<file path="src/hw/rtl/mrfd_pkg.sv">
package mrfd_pkg;

    localparam int MOTOR_COUNT_DEF = 8;

    localparam logic [10:0] REPLY_BASE_ID_RESET  = 11'h581;
    localparam logic [10:0] TEMP_MODULE_ID_RESET = 11'h589;

    localparam logic [0:0] CFG_REPLY_BASE_ID  = 1'b0;
    localparam logic [0:0] CFG_TEMP_MODULE_ID = 1'b1;

    localparam logic [3:0] FRAME_LEN_VALID = 4'd8;

    localparam logic [7:0] PREAMBLE_STATUS = 8'h2B;
    localparam logic [7:0] PREAMBLE_INFO   = 8'h23;

    localparam logic [7:0] STATUS_CODE_FAULT   = 8'h80;
    localparam logic [7:0] STATUS_CODE_STOPPED = 8'h0E;
    localparam logic [7:0] STATUS_CODE_STARTED = 8'h07;
    localparam logic [7:0] STATUS_CODE_ENABLED = 8'h0F;

    localparam logic [7:0] INFO_FRESH_ONLY = 8'h00;
    localparam logic [7:0] INFO_FORWARD    = 8'h03;
    localparam logic [7:0] INFO_REVERSE    = 8'h05;

    typedef enum logic [2:0] {
        KIND_BAD_LENGTH = 3'd0,
        KIND_TEMPERATURE = 3'd1,
        KIND_STATUS = 3'd2,
        KIND_TELEMETRY = 3'd3,
        KIND_NO_CHANGE = 3'd4,
        KIND_UNKNOWN_ID = 3'd5
    } kind_t;

    typedef enum logic [1:0] {
        MS_FAULT = 2'd0,
        MS_STOPPED = 2'd1,
        MS_ENABLED = 2'd2,
        MS_STARTED = 2'd3
    } motor_state_t;

    typedef struct packed {
        motor_state_t state;
        logic [15:0] speed;
        logic [15:0] current;
        logic [31:0] frames;
    } motor_entry_t;

    localparam motor_entry_t MOTOR_ENTRY_RESET = '{
        state: MS_STOPPED,
        speed: 16'd0,
        current: 16'd0,
        frames: 32'd0
    };

    typedef struct packed {
        kind_t kind;
        logic is_motor;
        logic [2:0] idx;
        logic set_state;
        motor_state_t new_state;
        logic set_telem;
        logic [15:0] speed;
        logic [15:0] current;
        logic set_fresh;
        logic set_temp;
        logic [14:0] cabin;
        logic [14:0] wall;
    } decode_t;

    function automatic logic [14:0] bcd_to_hundredths(input logic [15:0] w);
        logic [14:0] d3;
        logic [14:0] d2;
        logic [14:0] d1;
        logic [14:0] d0;
        d3 = 15'(w[15:12]) * 15'd1000;
        d2 = 15'(w[11:8]) * 15'd100;
        d1 = 15'(w[7:4]) * 15'd10;
        d0 = 15'(w[3:0]);
        return d3 + d2 + d1 + d0;
    endfunction

endpackage

</file>
<file path="src/hw/rtl/motor_reply_frame_decoder.sv">
// A taken frame is decoded into the decode stage register; its result then goes to the
// output register. Throughput: one frame per cycle; a stalled result holds the frame
// behind it and stalls the input. The motor table memory is read when a frame is taken
// and written back when it leaves the decode stage, with forwarding of the last write.
// Reset: reply_base_id 0x581, temp_module_id 0x589, temperatures and fresh bits
// zero; per-entry valid bits make every motor read as stopped with zero values.
module motor_reply_frame_decoder
    import mrfd_pkg::*;
#(
    parameter int MOTOR_COUNT = MOTOR_COUNT_DEF
)
(
    input  logic               clk,
    input  logic               rst_n,
    input  logic               cfg_valid,
    output logic               cfg_ready,
    input  logic [0:0]         cfg_index,
    input  logic [10:0]        cfg_data,
    input  logic               frame_valid,
    output logic               frame_stall,
    input  logic [10:0]        frame_id,
    input  logic [3:0]         frame_len,
    input  logic [7:0]         byte0,
    input  logic [7:0]         byte1,
    input  logic [7:0]         byte2,
    input  logic [7:0]         byte3,
    input  logic [7:0]         byte4,
    input  logic [7:0]         byte5,
    input  logic [7:0]         byte6,
    input  logic [7:0]         byte7,
    output logic               result_valid,
    input  logic               result_stall,
    output logic [2:0]         result_kind,
    output logic [2:0]         motor_index,
    output logic [1:0]         motor_state,
    output logic signed [15:0] motor_speed,
    output logic signed [15:0] motor_current,
    output logic [31:0]        motor_frames,
    output logic [14:0]        cabin_temperature,
    output logic [14:0]        wall_temperature,
    output logic [7:0]         fresh_mask
);

    localparam int IDX_W = (MOTOR_COUNT > 1) ? $clog2(MOTOR_COUNT) : 1;

    logic [10:0]  reply_base_id_reg;
    logic [10:0]  temp_module_id_reg;
    decode_t      dec;
    logic         frame_accept;
    logic         s1_advance;
    logic         s1_valid_reg;
    logic         s1_valid_next;
    decode_t      s1_dec_reg;
    motor_entry_t entry_cur;
    motor_entry_t entry_upd;
    logic         mem_wr_en;
    logic [7:0]   fresh_reg;
    logic [7:0]   fresh_next;
    logic [14:0]  cabin_reg;
    logic [14:0]  cabin_next;
    logic [14:0]  wall_reg;
    logic [14:0]  wall_next;
    logic         result_valid_reg;
    logic         result_valid_next;
    kind_t        kind_reg;
    logic [2:0]   index_reg;
    logic [1:0]   state_reg;
    logic [15:0]  speed_reg;
    logic [15:0]  current_reg;
    logic [31:0]  frames_reg;

    assign cfg_ready = 1'b1;

    always_ff @(posedge clk or negedge rst_n)
    begin
        if (!rst_n)
        begin
            reply_base_id_reg  <= REPLY_BASE_ID_RESET;
            temp_module_id_reg <= TEMP_MODULE_ID_RESET;
        end
        else if (cfg_valid)
        begin
            case (cfg_index)
                CFG_REPLY_BASE_ID:  reply_base_id_reg  <= cfg_data;
                CFG_TEMP_MODULE_ID: temp_module_id_reg <= cfg_data;
                default:            reply_base_id_reg  <= reply_base_id_reg;
            endcase
        end
    end

    mrfd_decode #(
        .MOTOR_COUNT (MOTOR_COUNT)
    ) u_decode (
        .reply_base_id  (reply_base_id_reg),
        .temp_module_id (temp_module_id_reg),
        .frame_id       (frame_id),
        .frame_len      (frame_len),
        .byte0          (byte0),
        .byte3          (byte3),
        .byte4          (byte4),
        .byte5          (byte5),
        .byte6          (byte6),
        .byte7          (byte7),
        .dec            (dec)
    );

    assign s1_advance    = !result_valid_reg || !result_stall;
    assign frame_stall   = s1_valid_reg && !s1_advance;
    assign frame_accept  = frame_valid && !frame_stall;
    assign s1_valid_next = frame_accept || (s1_valid_reg && !s1_advance);
    assign mem_wr_en     = s1_valid_reg && s1_advance && s1_dec_reg.is_motor;

    mrfd_motor_mem #(
        .MOTOR_COUNT (MOTOR_COUNT),
        .IDX_W       (IDX_W)
    ) u_motor_mem (
        .clk     (clk),
        .rst_n   (rst_n),
        .rd_en   (frame_accept),
        .rd_addr (dec.idx[IDX_W-1:0]),
        .wr_en   (mem_wr_en),
        .wr_addr (s1_dec_reg.idx[IDX_W-1:0]),
        .wr_data (entry_upd),
        .rd_data (entry_cur)
    );

    mrfd_update u_update (
        .dec (s1_dec_reg),
        .cur (entry_cur),
        .upd (entry_upd)
    );

    always_comb
    begin
        fresh_next = fresh_reg;
        cabin_next = cabin_reg;
        wall_next  = wall_reg;
        if (s1_valid_reg && s1_dec_reg.set_fresh)
        begin
            fresh_next = fresh_reg | (8'd1 << s1_dec_reg.idx);
        end
        if (s1_valid_reg && s1_dec_reg.set_temp)
        begin
            cabin_next = s1_dec_reg.cabin;
            wall_next  = s1_dec_reg.wall;
        end
    end

    assign result_valid_next = (s1_valid_reg && s1_advance)
                             || (result_valid_reg && result_stall);

    always_ff @(posedge clk or negedge rst_n)
    begin
        if (!rst_n)
        begin
            s1_valid_reg     <= 1'b0;
            result_valid_reg <= 1'b0;
            fresh_reg        <= 8'd0;
            cabin_reg        <= 15'd0;
            wall_reg         <= 15'd0;
        end
        else
        begin
            s1_valid_reg     <= s1_valid_next;
            result_valid_reg <= result_valid_next;
            if (s1_valid_reg && s1_advance)
            begin
                fresh_reg <= fresh_next;
                cabin_reg <= cabin_next;
                wall_reg  <= wall_next;
            end
        end
    end

    always_ff @(posedge clk)
    begin
        if (frame_accept)
        begin
            s1_dec_reg <= dec;
        end
        if (s1_valid_reg && s1_advance)
        begin
            kind_reg <= s1_dec_reg.kind;
            if (s1_dec_reg.is_motor)
            begin
                index_reg   <= s1_dec_reg.idx;
                state_reg   <= entry_upd.state;
                speed_reg   <= entry_upd.speed;
                current_reg <= entry_upd.current;
                frames_reg  <= entry_upd.frames;
            end
            else
            begin
                index_reg   <= 3'd0;
                state_reg   <= 2'd0;
                speed_reg   <= 16'd0;
                current_reg <= 16'd0;
                frames_reg  <= 32'd0;
            end
        end
    end

    assign result_valid      = result_valid_reg;
    assign result_kind       = kind_reg;
    assign motor_index       = index_reg;
    assign motor_state       = state_reg;
    assign motor_speed       = speed_reg;
    assign motor_current     = current_reg;
    assign motor_frames      = frames_reg;
    assign cabin_temperature = cabin_reg;
    assign wall_temperature  = wall_reg;
    assign fresh_mask        = fresh_reg;

endmodule

</file>
<file path="src/hw/rtl/mrfd_decode.sv">
module mrfd_decode
    import mrfd_pkg::*;
#(
    parameter int MOTOR_COUNT = MOTOR_COUNT_DEF
)
(
    input  logic [10:0] reply_base_id,
    input  logic [10:0] temp_module_id,
    input  logic [10:0] frame_id,
    input  logic [3:0]  frame_len,
    input  logic [7:0]  byte0,
    input  logic [7:0]  byte3,
    input  logic [7:0]  byte4,
    input  logic [7:0]  byte5,
    input  logic [7:0]  byte6,
    input  logic [7:0]  byte7,
    output decode_t     dec
);

    logic [11:0] id_diff;
    logic        in_range;
    logic [15:0] raw_speed;

    assign id_diff   = {1'b0, frame_id} - {1'b0, reply_base_id};
    assign in_range  = !id_diff[11] && (id_diff[10:0] < 11'(MOTOR_COUNT));
    assign raw_speed = {byte5, byte4};

    always_comb
    begin
        dec           = '0;
        dec.kind      = KIND_UNKNOWN_ID;
        dec.new_state = MS_STOPPED;
        dec.speed     = raw_speed;
        dec.current   = {byte7, byte6};
        dec.cabin     = bcd_to_hundredths({byte5, byte4});
        dec.wall      = bcd_to_hundredths({byte7, byte6});
        if (frame_len != FRAME_LEN_VALID)
        begin
            dec.kind = KIND_BAD_LENGTH;
        end
        else if (frame_id == temp_module_id)
        begin
            dec.kind     = KIND_TEMPERATURE;
            dec.set_temp = 1'b1;
        end
        else if (in_range)
        begin
            dec.kind     = KIND_NO_CHANGE;
            dec.is_motor = 1'b1;
            dec.idx      = id_diff[2:0];
            if (byte0 == PREAMBLE_STATUS)
            begin
                dec.kind      = KIND_STATUS;
                dec.set_state = 1'b1;
                case (byte4)
                    STATUS_CODE_FAULT:   dec.new_state = MS_FAULT;
                    STATUS_CODE_STOPPED: dec.new_state = MS_STOPPED;
                    STATUS_CODE_STARTED: dec.new_state = MS_STARTED;
                    STATUS_CODE_ENABLED: dec.new_state = MS_ENABLED;
                    default:
                    begin
                        dec.kind      = KIND_NO_CHANGE;
                        dec.set_state = 1'b0;
                    end
                endcase
            end
            else if (byte0 == PREAMBLE_INFO)
            begin
                case (byte3)
                    INFO_FRESH_ONLY:
                    begin
                        dec.kind      = KIND_TELEMETRY;
                        dec.set_fresh = 1'b1;
                    end
                    INFO_FORWARD:
                    begin
                        dec.kind      = KIND_TELEMETRY;
                        dec.set_fresh = 1'b1;
                        dec.set_telem = 1'b1;
                    end
                    INFO_REVERSE:
                    begin
                        dec.kind      = KIND_TELEMETRY;
                        dec.set_fresh = 1'b1;
                        dec.set_telem = 1'b1;
                        dec.speed     = ~raw_speed + 16'd1;
                    end
                    default:
                    begin
                        dec.kind = KIND_NO_CHANGE;
                    end
                endcase
            end
        end
    end

endmodule

</file>
<file path="src/hw/rtl/mrfd_motor_mem.sv">
module mrfd_motor_mem
    import mrfd_pkg::*;
#(
    parameter int MOTOR_COUNT = MOTOR_COUNT_DEF,
    parameter int IDX_W = 3
)
(
    input  logic             clk,
    input  logic             rst_n,
    input  logic             rd_en,
    input  logic [IDX_W-1:0] rd_addr,
    input  logic             wr_en,
    input  logic [IDX_W-1:0] wr_addr,
    input  motor_entry_t     wr_data,
    output motor_entry_t     rd_data
);

    motor_entry_t mem [MOTOR_COUNT];

    logic [MOTOR_COUNT-1:0] valid_reg;
    logic [MOTOR_COUNT-1:0] valid_next;
    logic                   rd_valid_reg;
    logic [IDX_W-1:0]       rd_addr_reg;
    motor_entry_t           rd_data_reg;
    logic                   fwd_valid_reg;
    logic [IDX_W-1:0]       fwd_addr_reg;
    motor_entry_t           fwd_data_reg;

    always_comb
    begin
        valid_next = valid_reg;
        if (wr_en)
        begin
            valid_next[wr_addr] = 1'b1;
        end
    end

    always_ff @(posedge clk)
    begin
        if (wr_en)
        begin
            mem[wr_addr] <= wr_data;
        end
        if (rd_en)
        begin
            rd_data_reg <= mem[rd_addr];
            rd_addr_reg <= rd_addr;
        end
        if (wr_en)
        begin
            fwd_addr_reg <= wr_addr;
            fwd_data_reg <= wr_data;
        end
    end

    always_ff @(posedge clk or negedge rst_n)
    begin
        if (!rst_n)
        begin
            valid_reg     <= '0;
            rd_valid_reg  <= 1'b0;
            fwd_valid_reg <= 1'b0;
        end
        else
        begin
            valid_reg <= valid_next;
            if (rd_en)
            begin
                rd_valid_reg <= valid_reg[rd_addr];
            end
            if (wr_en)
            begin
                fwd_valid_reg <= 1'b1;
            end
        end
    end

    // A write at the same edge as the read leaves the old entry in the read
    // register, so the last written entry is taken from the forward register.
    always_comb
    begin
        if (fwd_valid_reg && (fwd_addr_reg == rd_addr_reg))
        begin
            rd_data = fwd_data_reg;
        end
        else if (rd_valid_reg)
        begin
            rd_data = rd_data_reg;
        end
        else
        begin
            rd_data = MOTOR_ENTRY_RESET;
        end
    end

endmodule

</file>
<file path="src/hw/rtl/mrfd_update.sv">
module mrfd_update
    import mrfd_pkg::*;
(
    input  decode_t      dec,
    input  motor_entry_t cur,
    output motor_entry_t upd
);

    always_comb
    begin
        upd        = cur;
        upd.frames = cur.frames + 32'd1;
        if (dec.set_state)
        begin
            upd.state = dec.new_state;
        end
        if (dec.set_telem)
        begin
            upd.speed   = dec.speed;
            upd.current = dec.current;
        end
    end

endmodule
</file>
<file path="config.mk">
export PLATFORM = sky130hd
export DESIGN_NAME = motor_reply_frame_decoder
export DESIGN_NICKNAME = d
export VERILOG_FILES = /design/src/hw/rtl/mrfd_pkg.sv /design/src/hw/rtl/motor_reply_frame_decoder.sv /design/src/hw/rtl/mrfd_decode.sv /design/src/hw/rtl/mrfd_motor_mem.sv /design/src/hw/rtl/mrfd_update.sv
export SDC_FILE = /design/constraint.sdc
export NUM_CORES = 1
export LEC_CHECK = 0
export ABC_AREA = 1
export BUFFER_PORTS_ARGS = -buffer_cell sky130_fd_sc_hd__buf_4
export CAP_MARGIN = 25
export CORE_UTILIZATION = 38
export DETAILED_ROUTE_END_ITERATION = 10
export REMOVE_ABC_BUFFERS = 1
export SLEW_MARGIN = 20
export SYNTH_ARGS = -nofsm -noshare
export SYNTH_HDL_FRONTEND = slang
export SYNTH_SLANG_ARGS = --single-unit
export TNS_END_PERCENT = 1
</file>
<file path="constraint.sdc">
create_clock -name clk -period 8.82 [get_ports clk]
set_input_delay 1.764 -clock clk [delete_from_list [all_inputs] [get_ports clk]]
set_output_delay 1.764 -clock clk [all_outputs]
set_load 0.005 [all_outputs]
</file>
# Yosys cells after proc, flatten, opt, wreduce, memory -nomap -nowiden
# Memory sizes are Yosys's and may differ from the RTL's. A register that Yosys moved wholly into a read port is not among the register bits.
# Index checks and enable logic that the tools add are counted.
# Widths: inputs -> output; s select.
dict set report op_classes {
  addsub 9
  multipliers 6
  n_lt_le_gt_ge 4
  n_eq_ne 11
  n_shift 1
  mux 27
  bitwise 7
  n_reduce_logical 30
}
# operator n
set ops {}
lappend ops {{$mux 66} 2}
lappend ops {{$mux 23} 2}
lappend ops {{$mux 17} 2}
lappend ops {{$add 32x1->32 const B} 1}
lappend ops {{$mux 32} 1}
lappend ops {{$add 14x11->15} 2}
lappend ops {{$add 15x4->15} 2}
lappend ops {{$add 15x8->15} 2}
lappend ops {{$mux 27} 1}
lappend ops {{$mul 4x7->11 const B} 2}
lappend ops {{$mul 4x5->9 const B} 2}
lappend ops {{$add 16x1->16 const B} 1}
lappend ops {{$eq 8x3->1 const B} 2}
lappend ops {{$eq 8x4->1 const B} 2}
lappend ops {{$eq 8x6->1 const B} 2}
lappend ops {{$mux 16} 1}
lappend ops {{$not 16->16} 1}
lappend ops {{$or 8x8->8} 2}
lappend ops {{$mux 3} 5}
lappend ops {{$mul 4x3->7 const B} 2}
lappend ops {{$sub 11x11->12} 1}
lappend ops {{$eq 11x11->1} 1}
lappend ops {{$lt 11x4->1 const B} 1}
lappend ops {{$logic_and 1x1->1} 10}
lappend ops {{other kinds (21)} 45}
dict set report totals {
  regBits 288
  mem_bits_rw 528
  out_inout_bits 113
  wordCells 131
  mem_count 1
}
# memory words word_bits read_ports rd_clocked_by_memory_dff wr line
set mem_list {}
lappend mem_list {u_motor_mem.mem 8 66 1 1 1 mrfd_motor_mem.sv:18} ;# motor_entry_t mem [MOTOR_COUNT];

# Depth between registers and ports, before layout
dict set report logic_depth {
  ltp_word 10
  depth_mapped 22
}

# Cells and area by module
# A second synthesis with hierarchy kept.
dict set report unflattened {
  hier_cells 3641
  hier_area_um2 40443.8
}
# module instances cells_per_inst area_per_inst_um2 seq_area_each_um2
set modules_own_cells {}
lappend modules_own_cells {mrfd_motor_mem 1 2128 26563.0 20249.4}
lappend modules_own_cells {motor_reply_frame_decoder 1 557 7493.4 5977.0}
lappend modules_own_cells {mrfd_decode 1 726 5067.4 0.0}
lappend modules_own_cells {mrfd_update 1 230 1320.0 0.0}

# Least setup slack after synthesis
# OpenSTA, ideal clock, no wires.
dict set report synth_path {
  kind {input-to-reg}
  from {input result_stall}
  to {memory u_motor_mem.mem[0][0] in the netlist's numbering, enable pin}
  setup_ns 0.491
  t_arrival_ns 8.404
  required_time_ns 8.329
  slack_ns -0.074
  stages 6
  cell_sequence {nand2_1 > nand2_1 > nor2_1 > inv_1 > clkbuf_1 > nor2_1}
}
dict set report synth_between {
  elab_chain_cells 6
}
# element line
set synth_rtl {}
lappend synth_rtl {{from (decl)} motor_reply_frame_decoder.sv:32} ;# input logic result_stall,
lappend synth_rtl {{$logic_not 1->1} motor_reply_frame_decoder.sv:107} ;# assign s1_advance = !result_valid_reg || !result_stall;
lappend synth_rtl {{$logic_or 1x1->1} motor_reply_frame_decoder.sv:107}
lappend synth_rtl {{$logic_and 1x1->1 (2 in series)} motor_reply_frame_decoder.sv:111} ;# assign mem_wr_en = s1_valid_reg && s1_advance && s1_dec_reg.is_motor;
lappend synth_rtl {{named net mem_wr_en} motor_reply_frame_decoder.sv:56} ;# logic mem_wr_en;
lappend synth_rtl {{$mux 1} mrfd_motor_mem.sv:40} ;# if (wr_en)
lappend synth_rtl {{$mux 1 (implied by the code)} mrfd_motor_mem.sv:42} ;# mem[wr_addr] <= wr_data;
lappend synth_rtl {{to (decl)} mrfd_motor_mem.sv:18}
# The timed path passes the listed nets, and every way through them passes these cells.

==> impl_results.md <==
* Outcome: completed
* Clock skew at 0.02417 ns
* Post-synth top area share at 60.48%
* Final Max Tran Viols at 0
* Leakage at 19.40 nW
* Most used cell, CP: ha_1
* Initial antenna violation count at 2
* Sw frac at 25.09%
* Most common cell in the synthesized netlist: nand2_1
* Final Hold Viols at 0
* Critical Path Source: byte7[5]
* Syn Inst Count at 3524
* Hold_sp: s1_dec_reg[72]$_SDFFCE_PP0P_
* Antenna fix cells at 0
* Dpl cell area at ~43000 um^2
* Post-route ant nets at 0
* CTS tree: yes
* Crit path buf inv count at 4
* Share of cells above drive strength 1 at 12.15%
* Residual DRC at 0
* Drt total wl at roughly 93 mm
* Fin crit share at 59.67%
* Number of synthesized register bits at 880
* Max-cap viol count at 0
* Die Span Y at 326.9 um
* Avg Cell Area, Syn at 11.38 um^2
* Clock sink count at 880
* H-tree Lvls at 3
* Sequential element share of the synthesized area at 65.00%
* P_sw at 2.550 mW
* Die area at 106900 um^2
* Largest stage delay, worst path at 0.59 ns
* Worst Max-Slew Pin Slew at 1.026 ns
* Routability Congestion at between 0.9 and 1
* Drt via density at 4.856
* Root buf cell: clkbuf_16
* Largest register FFs at ~530
* Fin area at approximately 46000 um^2
* Reg clk slew, reported paths at approximately 0.06 ns
* Critical Path Sink Type: flop
* Fmax at 0.1900 GHz
* CTS max path bufs at 3
* Cts hold-fix bufs at 0
* Clk pwr share at 37.0%
* Yosys cell types at 47
* Critical path's slowest cell: fa_1
* Combinational share of power at 13.6%
* Synth area leaders: edfxtp_1, nand2_1, o211ai_1
* Post-synth top cells: nand2_1, edfxtp_1, inv_1, o211ai_1, ha_1
* VDD IR max at about 0.00019 V
* Worst EP arrival at 5.66 ns
* Final nets at 3948
* Min-delay worst type: flop to flop
* Vias in the first global route at 24600
* RSZ-0062 raised after global routing: false
* Port Buffer Count at 191
* Largest area contributor in the netlist: edfxtp_1
* Hpwl dp at roughly 54 mm
* Site Rows at 118
* Setup TNS at 0 ns
* Num ports at 209
* Routed WL per cell at 17.99 um
* WHS at around 0.43 ns
* Minimum clock period at 5.263 ns
* Critical Path Fanout Max at 6
* Vias after detailed routing at 25020
* Tot GR Track Use at 17.49%
* Post-CTS sizing at 0
* Mapped Area at roughly 40000 um^2
* Core area at 104100 um^2
* Final setup fails at 0
* Final WS setup at 3.557 ns
* Iteration-0 DRC count of the detailed router at about 1600
* Power per cell area at 220.8 nW/um^2
* Synth Flop Type: edfxtp_1
* P_int at 7.613 mW
* Async S/R FF share, synth at 8.182%
* Reg2reg start: s1_dec_reg[70]$_DFFE_PP_
* Setup Buffers After CTS at 0
* Global-route wire length before repair at ~140 mm
* Delay-heaviest family, CP: adder cells
* Crit-path cells: buf_4 > fa_1 > inv_1 > fa_1 > inv_1 > ha_1 > a21oi_1 > nand2_1 > xor2_1 > inv_1 > ha_1 > ha_1 > ha_1 > nand2_1 > o21ai_0 > a21oi_1 > o21ai_0 > xor2_1
* Worst rel slew slack at about a third
* Die width at 326.9 um
* Area Overhead vs Synth at 14.75%
* Clk_lat worst skew at 0.67 ns
* Critical setup path kind: input pin to flop
* Pin count of the biggest net entering global routing at 194
* YS warnings at 0
* Initial core utilization at 38.54%
* GR Overflow Total at 0
* Pre-antenna DRT Iters at 8
* Seq pwr share at 49.4%
* Dpl ws at 2.871 ns
* Worst Setup Start Kind: input pin
* Post-synth EDFFs at roughly 810
* Cts bufs inserted at 92
* Worst Path Required at 9.21 ns
-- cell usage in the layout, fill, tap and decap left out, types with 4 or more instances in the layout --
cell type   instances
nand3b_1            5
clkinv_4            5
dfrtp_1            62
clkinv_2           11
clkbuf_16          93
o21bai_1           12
bufinv_16           4
edfxtp_1          808
nand4_1            15
o211ai_1          298
dfstp_2             9
nand3_1            82
a21oi_1            79
xor2_1             56
o21ai_2            15
ha_1              119
buf_4             224
inv_1             522
o21ai_0            49
inv_2               7
clkbuf_8            6
mux2_2             30
or2_1               4
or2_2               6
nor2_1             99
nor4_1              7
inv_4               4
fa_1               35
clkinvlp_4          5
buf_12              4
nand2_1           955
nor3_1             17
o21ai_1            11
inv_16              4
clkbuf_1           22
clkinv_1           13
xnor2_1            26
nor2_4             11
-- final timing paths --
check | cells past startpoint | slack (ns) | to
max | 18 | 3.56 | s1_dec_reg[12]$_DFFE_PP_
min | 0 | 0.43 | result_kind[0]$_DFFE_PP_
max reg2reg | 14 | 4.08 | motor_frames[20]$_SDFFCE_PN0P_
min reg2reg | 0 | 0.43 | result_kind[0]$_DFFE_PP_
max in group asynchronous | 2 | 6.76 | u_motor_mem.rd_valid_reg$_DFFE_PN0P_
min in group asynchronous | 1 | 0.96 | wall_temperature[8]$_DFFE_PN0P_
-- per-layer routing --
layer | GRT usage [%] | up-vias | share of wire (%)
met1 | 23.51 | 12060 | 45
li1 | - | 12290 | -
met4 | 4.358 | 0 | 2.1
met3 | 2.973 | 139 | 4.6
met5 | 0 | - | 0
met2 | 29.38 | 521 | 48
-- power groups by stage --
stage | Sequential, mW | Clock, mW | Combinational [mW]
floorplan | 5.10 | 0 | 0.888
global placement | 5.11 | 0 | 1.38
detailed placement | 5.10 | 0 | 1.39
CTS | 5.02 | 3.84 | 1.41
global route | 5.04 | 3.99 | 1.59
finish | 5.02 | 3.76 | 1.39
-- layout make-up --
cell class / count / area (um^2)
timing repair buffer: 231 / 1844
clock inverter: 46 / 416.7
clock buffer: 121 / 2492
inverter: 532 / 2006
fill: 9527 / 58050
multi-input combinational: 1961 / 11470
sequential: 880 / 26080
tap: 1380 / 1727
-- cell families after synthesis --
| group | share of synthesized area (%) |
|---|---|
| other | 0.009347 |
| xor gates and xnor gates | 1.871 |
| buffers and inverters | 6.634 |
| adders and majority gates | 5.458 |
| DFF | 65.00 |
| AOI/OAI and AO/OA | 8.028 |
| muxes | 0.8421 |
| and+or+nand+nor | 12.16 |
-- worst reg2reg max path: stages (launching register included) --
cell and delay, ns:
edfxtp_1 0.53, xnor2_2 0.21, nand4_4 0.30, buf_4 0.71
nand3_1 0.18, o21a_1 0.33, inv_1 0.19, ha_1 0.32
inv_1 0.11, nor2_1 0.25, nand2_1 0.20, nor2_1 0.19
nand4_1 0.14, xnor2_1 0.71, and2_1 0.24
-- through the flow --
stage,total power [mW],util [%],cells
after floorplan,5.984,-,3373
after global placement,6.484,41.35,4981
after detailed placement,6.498,41.35,4981
after CTS,10.27,44.15,5148
after global routing,10.63,44.23,5151
final,10.16,44.23,5151
Power figures use the tool's default switching activity.
